File: config.mk
export PLATFORM = sky130hd
export DESIGN_NAME = fgn_ram
export DESIGN_NICKNAME = d
export VERILOG_FILES = /design/src/rtl/fgn_ram.sv
export SDC_FILE = /design/constraint.sdc
export NUM_CORES = 2
export LEC_CHECK = 0
export BUFFER_PORTS_ARGS = -buffer_cell sky130_fd_sc_hd__buf_2
export CORE_AREA = 2 2 568 570
export CTS_CLUSTER_DIAMETER = 150
export DETAILED_ROUTE_END_ITERATION = 16
export DIE_AREA = 0 0 570 572
export PLACE_DENSITY = 0.49
export SYNTH_ARGS = -nofsm -noshare
export SYNTH_HDL_FRONTEND = slang
export SYNTH_SLANG_ARGS = --single-unit
File: constraint.sdc
create_clock -name clock -period 2.5 [get_ports clock]
set_input_delay 0.125 -clock clock [delete_from_list [all_inputs] [get_ports clock]]
set_output_delay 0.125 -clock clock [all_outputs]
set_load 0.03 [all_outputs]
File: src/rtl/fgn_ram.sv
`timescale 1ns / 1ps
// ----------------------------------------------------------------------------
// fgn_ram
// Generic single-write, single-read RAM with registered read data.
// ----------------------------------------------------------------------------
module fgn_ram #(
   parameter int WIDTH = 8,
   parameter int DEPTH = 256
) (
   input  logic                     clock,
   input  logic                     we,
   input  logic [$clog2(DEPTH)-1:0] waddr,
   input  logic [WIDTH-1:0]         wdata,
   input  logic [$clog2(DEPTH)-1:0] raddr,
   output logic [WIDTH-1:0]         rdata
);
   logic [WIDTH-1:0] mem [0:DEPTH-1];
   logic [WIDTH-1:0] rdata_ff;

   always_ff @(posedge clock) begin
      if (we) begin
         mem[waddr] <= wdata;
      end
      rdata_ff <= mem[raddr];
   end

   assign rdata = rdata_ff;
endmodule

==> results.toml <==
[setup_path]
crit_path_cell_trace = "mux4_2, mux4_2, nor2b_2, nor4_4, buf_4, nor4_1"
required_ns = 3.21
slowest_stage = "mux4_2"
worstSetupStartpointType = "flip-flop"
cp_num_buf_inv = 1
crit_type = "reg2reg"
cpMostUsedCell = "mux4_2"
max_stage_delay_ns = 0.53
crit_path_end_kind = "flip-flop"
cp_max_fo = 1
cp.depth = 6
r2r_setup_slack_ns = 0.04
arrival_ns = 3.17
path_delay_family = "multiplexers"
rr_worst_depth = 6

[yosys]
yosys_most_used_dff = "edfxtp_1"
syn_inst = 3733
synthSimpleGateAreaFrac_pct = 2.63
syn_area_mm2 = 0.0796
synth-edff-count = 2048
ys_seq_area_share_pct = 77.5
yosys_warnings = 0
synth_mux_area_share_pct = 14.6
ys_ff_latch = 2056
syn_avg_cell_area_um2 = 21.3
async_reset_ff_share_pct = 0
synthXorXnorAreaFrac_pct = 0
synth_fa_ha_area_share_pct = 0
synth_compound_area_share_pct = 3.42
synth_top_family_by_area = "multiplexers"
synth_cell_type_count = 55
syn-num-nets = 3759

[power_and_ir_drop]
p_comb_share_pct = 5.5
pwr-share-seq_pct = 51.2
switching_share_pct = 21.5
switchingPower_mw = 16.0
fin_total_pwr_mw = 74.4
power_density_mw_per_mm2 = 765
p_int_mw = 58.4
leakage_nw = 30.8
peakVddDrop_mv = 0.776
clkPwrFrac_pct = 43.3

[timing]
drv_slew = 0
slew_headroom_pct = 32.1
worst_slack_ns = 0.0414
rsz0062_at_grt = "false"
min_period_ns = 2.46
worst_pin_slew_ns = 1.02
max_clock_freq_mhz = 407
clock_skew_ns = 0.0386
whs_ns = 0.0989
final_hold_viol_count = 0
setup_viol_count_final = 0
post-route-period-util_pct = 98.3

[cts]
clockBufferDepth = 3
clk_pin_slew_worst_paths_ns = 0.06
clock_sinks = 2056
cts_tree = "built"
clock_tree.root_cell = "clkbuf_16"
cts_buffers = 216
post_cts_buffers = 0
htree_num_levels = 4
clock_latency_ns = 0.84

[cells_and_area]
fin_nets = 4471
area_delta_synth_final_pct = 22.1
regArea_mm2 = 0.0617
drive_gt1_share_pct = 32.3
multi_input_area_mm2 = 0.0166
utilization_pct = 30.4
n_fill_cell = 30900

[run_status]
status = "completed"

[placed_design]
pre_cts_ws_ns = -0.888
routabilityCongestion = 0.802
numPortBuffers = 33
dp_hpwl_um = 144000

[grt]
gr-total-overflow = 0
antenna_found_initial = 19
grt_max_degree = 91
grt_pass1_wl_um = 319000
top_usage_layer = "met2"
grt_use_met3_pct = 2.34
grt_use_met2_pct = 22.5
grt_use_met1_pct = 18.3
grt_usage_pct = 13.6
grt_pass1_vias = 42000

[die]
chipHeight_um = 572
core.rowCount = 208
die_area_mm2 = 0.326
ios = 34
initial_core_util_pct = 24.9
die_w_um = 570
coreArea_mm2 = 0.320

[drt]
vias = 40500
vias_per_cell = 4.59
ant_nets = 0
wl_per_cell_um = 25.3
drtIter0Drc = 3928
totalWireLength_um = 223000
dr.pass1.iters = 5
drc = 0

[flow_run]
max_cap_violations = 0

[min_path]
hold_depth = 4
hp-class = "in2reg"
-- worst paths after layout --
check | from | to
setup / recovery | mem[64][7]$_DFFE_PP_ | rdata[7]$_DFF_P_
hold / removal | waddr[0] | mem[155][7]$_DFFE_PP_
setup reg to reg | mem[64][7]$_DFFE_PP_ | rdata[7]$_DFF_P_
hold reg to reg | mem[33][5]$_DFFE_PP_ | rdata[5]$_DFF_P_
-- what timing repair did --
action,in CTS,in global routing
hold buffers,14,0
pin swaps,2,0
setup endpoints to repair,7,3
gates resized for setup,12,4
endpoints found under the hold margin,1112,0
-- cell usage after synthesis, drive strengths merged (2+ instances only) --
cell	count	area share, %
dfxtp	8	0.20
o32ai	5	0.064
and2	6	0.047
a31oi	2	0.016
nand2b	8	0.063
a221oi	14	0.16
mux4	456	13
mux2i	134	1.7
nor3	22	0.14
o22ai	28	0.22
a211oi	16	0.15
edfxtp	2048	77
a21oi	96	0.60
nor4	27	0.24
nand3b	2	0.019
o21ai	12	0.075
a311oi	2	0.022
buf	122	1.3
nand2	33	0.16
and3b	2	0.022
or2	4	0.031
a2111oi	5	0.066
o22a	5	0.055
nand4	10	0.079
a22o	8	0.088
o211ai	10	0.094
a22oi	133	1.3
clkbuf	111	0.52
nor2	282	1.3
nor2b	31	0.24
nand3	34	0.21
o221ai	47	0.53
-- area by class of cell --
type / count / share of cell area (%)
Antenna cell: 5 / 0.0129
Clock buffer: 277 / 5.93
Clock inverter: 124 / 1.39
Inverter: 2 / 0.00773
Multi-Input combinational cell: 1442 / 17.1
Sequential cell: 2056 / 63.5
Tap cell: 4200 / 5.41
Timing Repair Buffer: 727 / 6.68
-- placed cells by master, fill, tap and decap left out, types with 10 or more instances in the layout --
cell type         n
dlygate4sd3_1    14
clkbuf_16       220
clkinv_1         55
nor2_1          279
o211ai_1         10
bufinv_16        25
o221ai_1         46
clkbuf_1         53
nor3_1           21
edfxtp_1       2048
nand2_1          33
mux2i_1         134
a21oi_1          96
buf_2            21
a211oi_1         15
a221oi_1         13
nand4_1          10
buf_4           604
buf_8            10
clkinv_2         28
a22oi_1         133
nor4_1           16
buf_12           78
mux4_2          454
o22ai_1          28
nand3_1          31
o21ai_0          10
nor2b_1          27
-- worst min-delay path, stage by stage --
cell and delay [ns]:
buf_2 0.18, nand3_1 0.21, nor2_1 0.07, buf_4 0.18
-- power groups by stage --
stage | sequential [mW] | clock [mW] | combinational [mW]
after global routing | 38.1 | 34.2 | 4.38
after CTS | 38.1 | 32.9 | 4.20
after global placement | 38.8 | 0 | 4.13
final | 38.1 | 32.2 | 4.12
after floorplan | 38.8 | 0 | 1.85
after detailed placement | 38.8 | 0 | 4.15
-- kinds of logic (layout without fill, tap and decap cells) --
kind of cell	after synthesis	count (layout)
flip-flops	2056	2056
multiplexers	591	591
AND/OR/NAND/NOR	466	466
AO/OA/AOI/OAI	385	385
buffers and inverters	235	1130
other	0	5
-- per-stage QoR --
stage | setup TNS (ns) | area (µm²) | std cells
final | 0 | 97100 | 8833
after global routing | 0 | 97100 | 8829
after CTS | 0 | 97100 | 8828
after detailed placement | -5.17 | 89800 | 8413
after global placement | -5.41 | 89800 | 8413
after floorplan | 0 | 79600 | 3733
-- per-layer routing --
layer,part of all wire [%],up-vias
met2,49,1209
met1,43,21800
li1,-,17200
met3,5.8,320
met5,0.0067,-
met4,2.6,4
-- flip-flops by register name (all words and copies together), names as in the netlist --
| register | flops |
|---|---|
| mem | 2048 |
| rdata | 8 |
No activity file was read; power rests on OpenSTA's default activity.
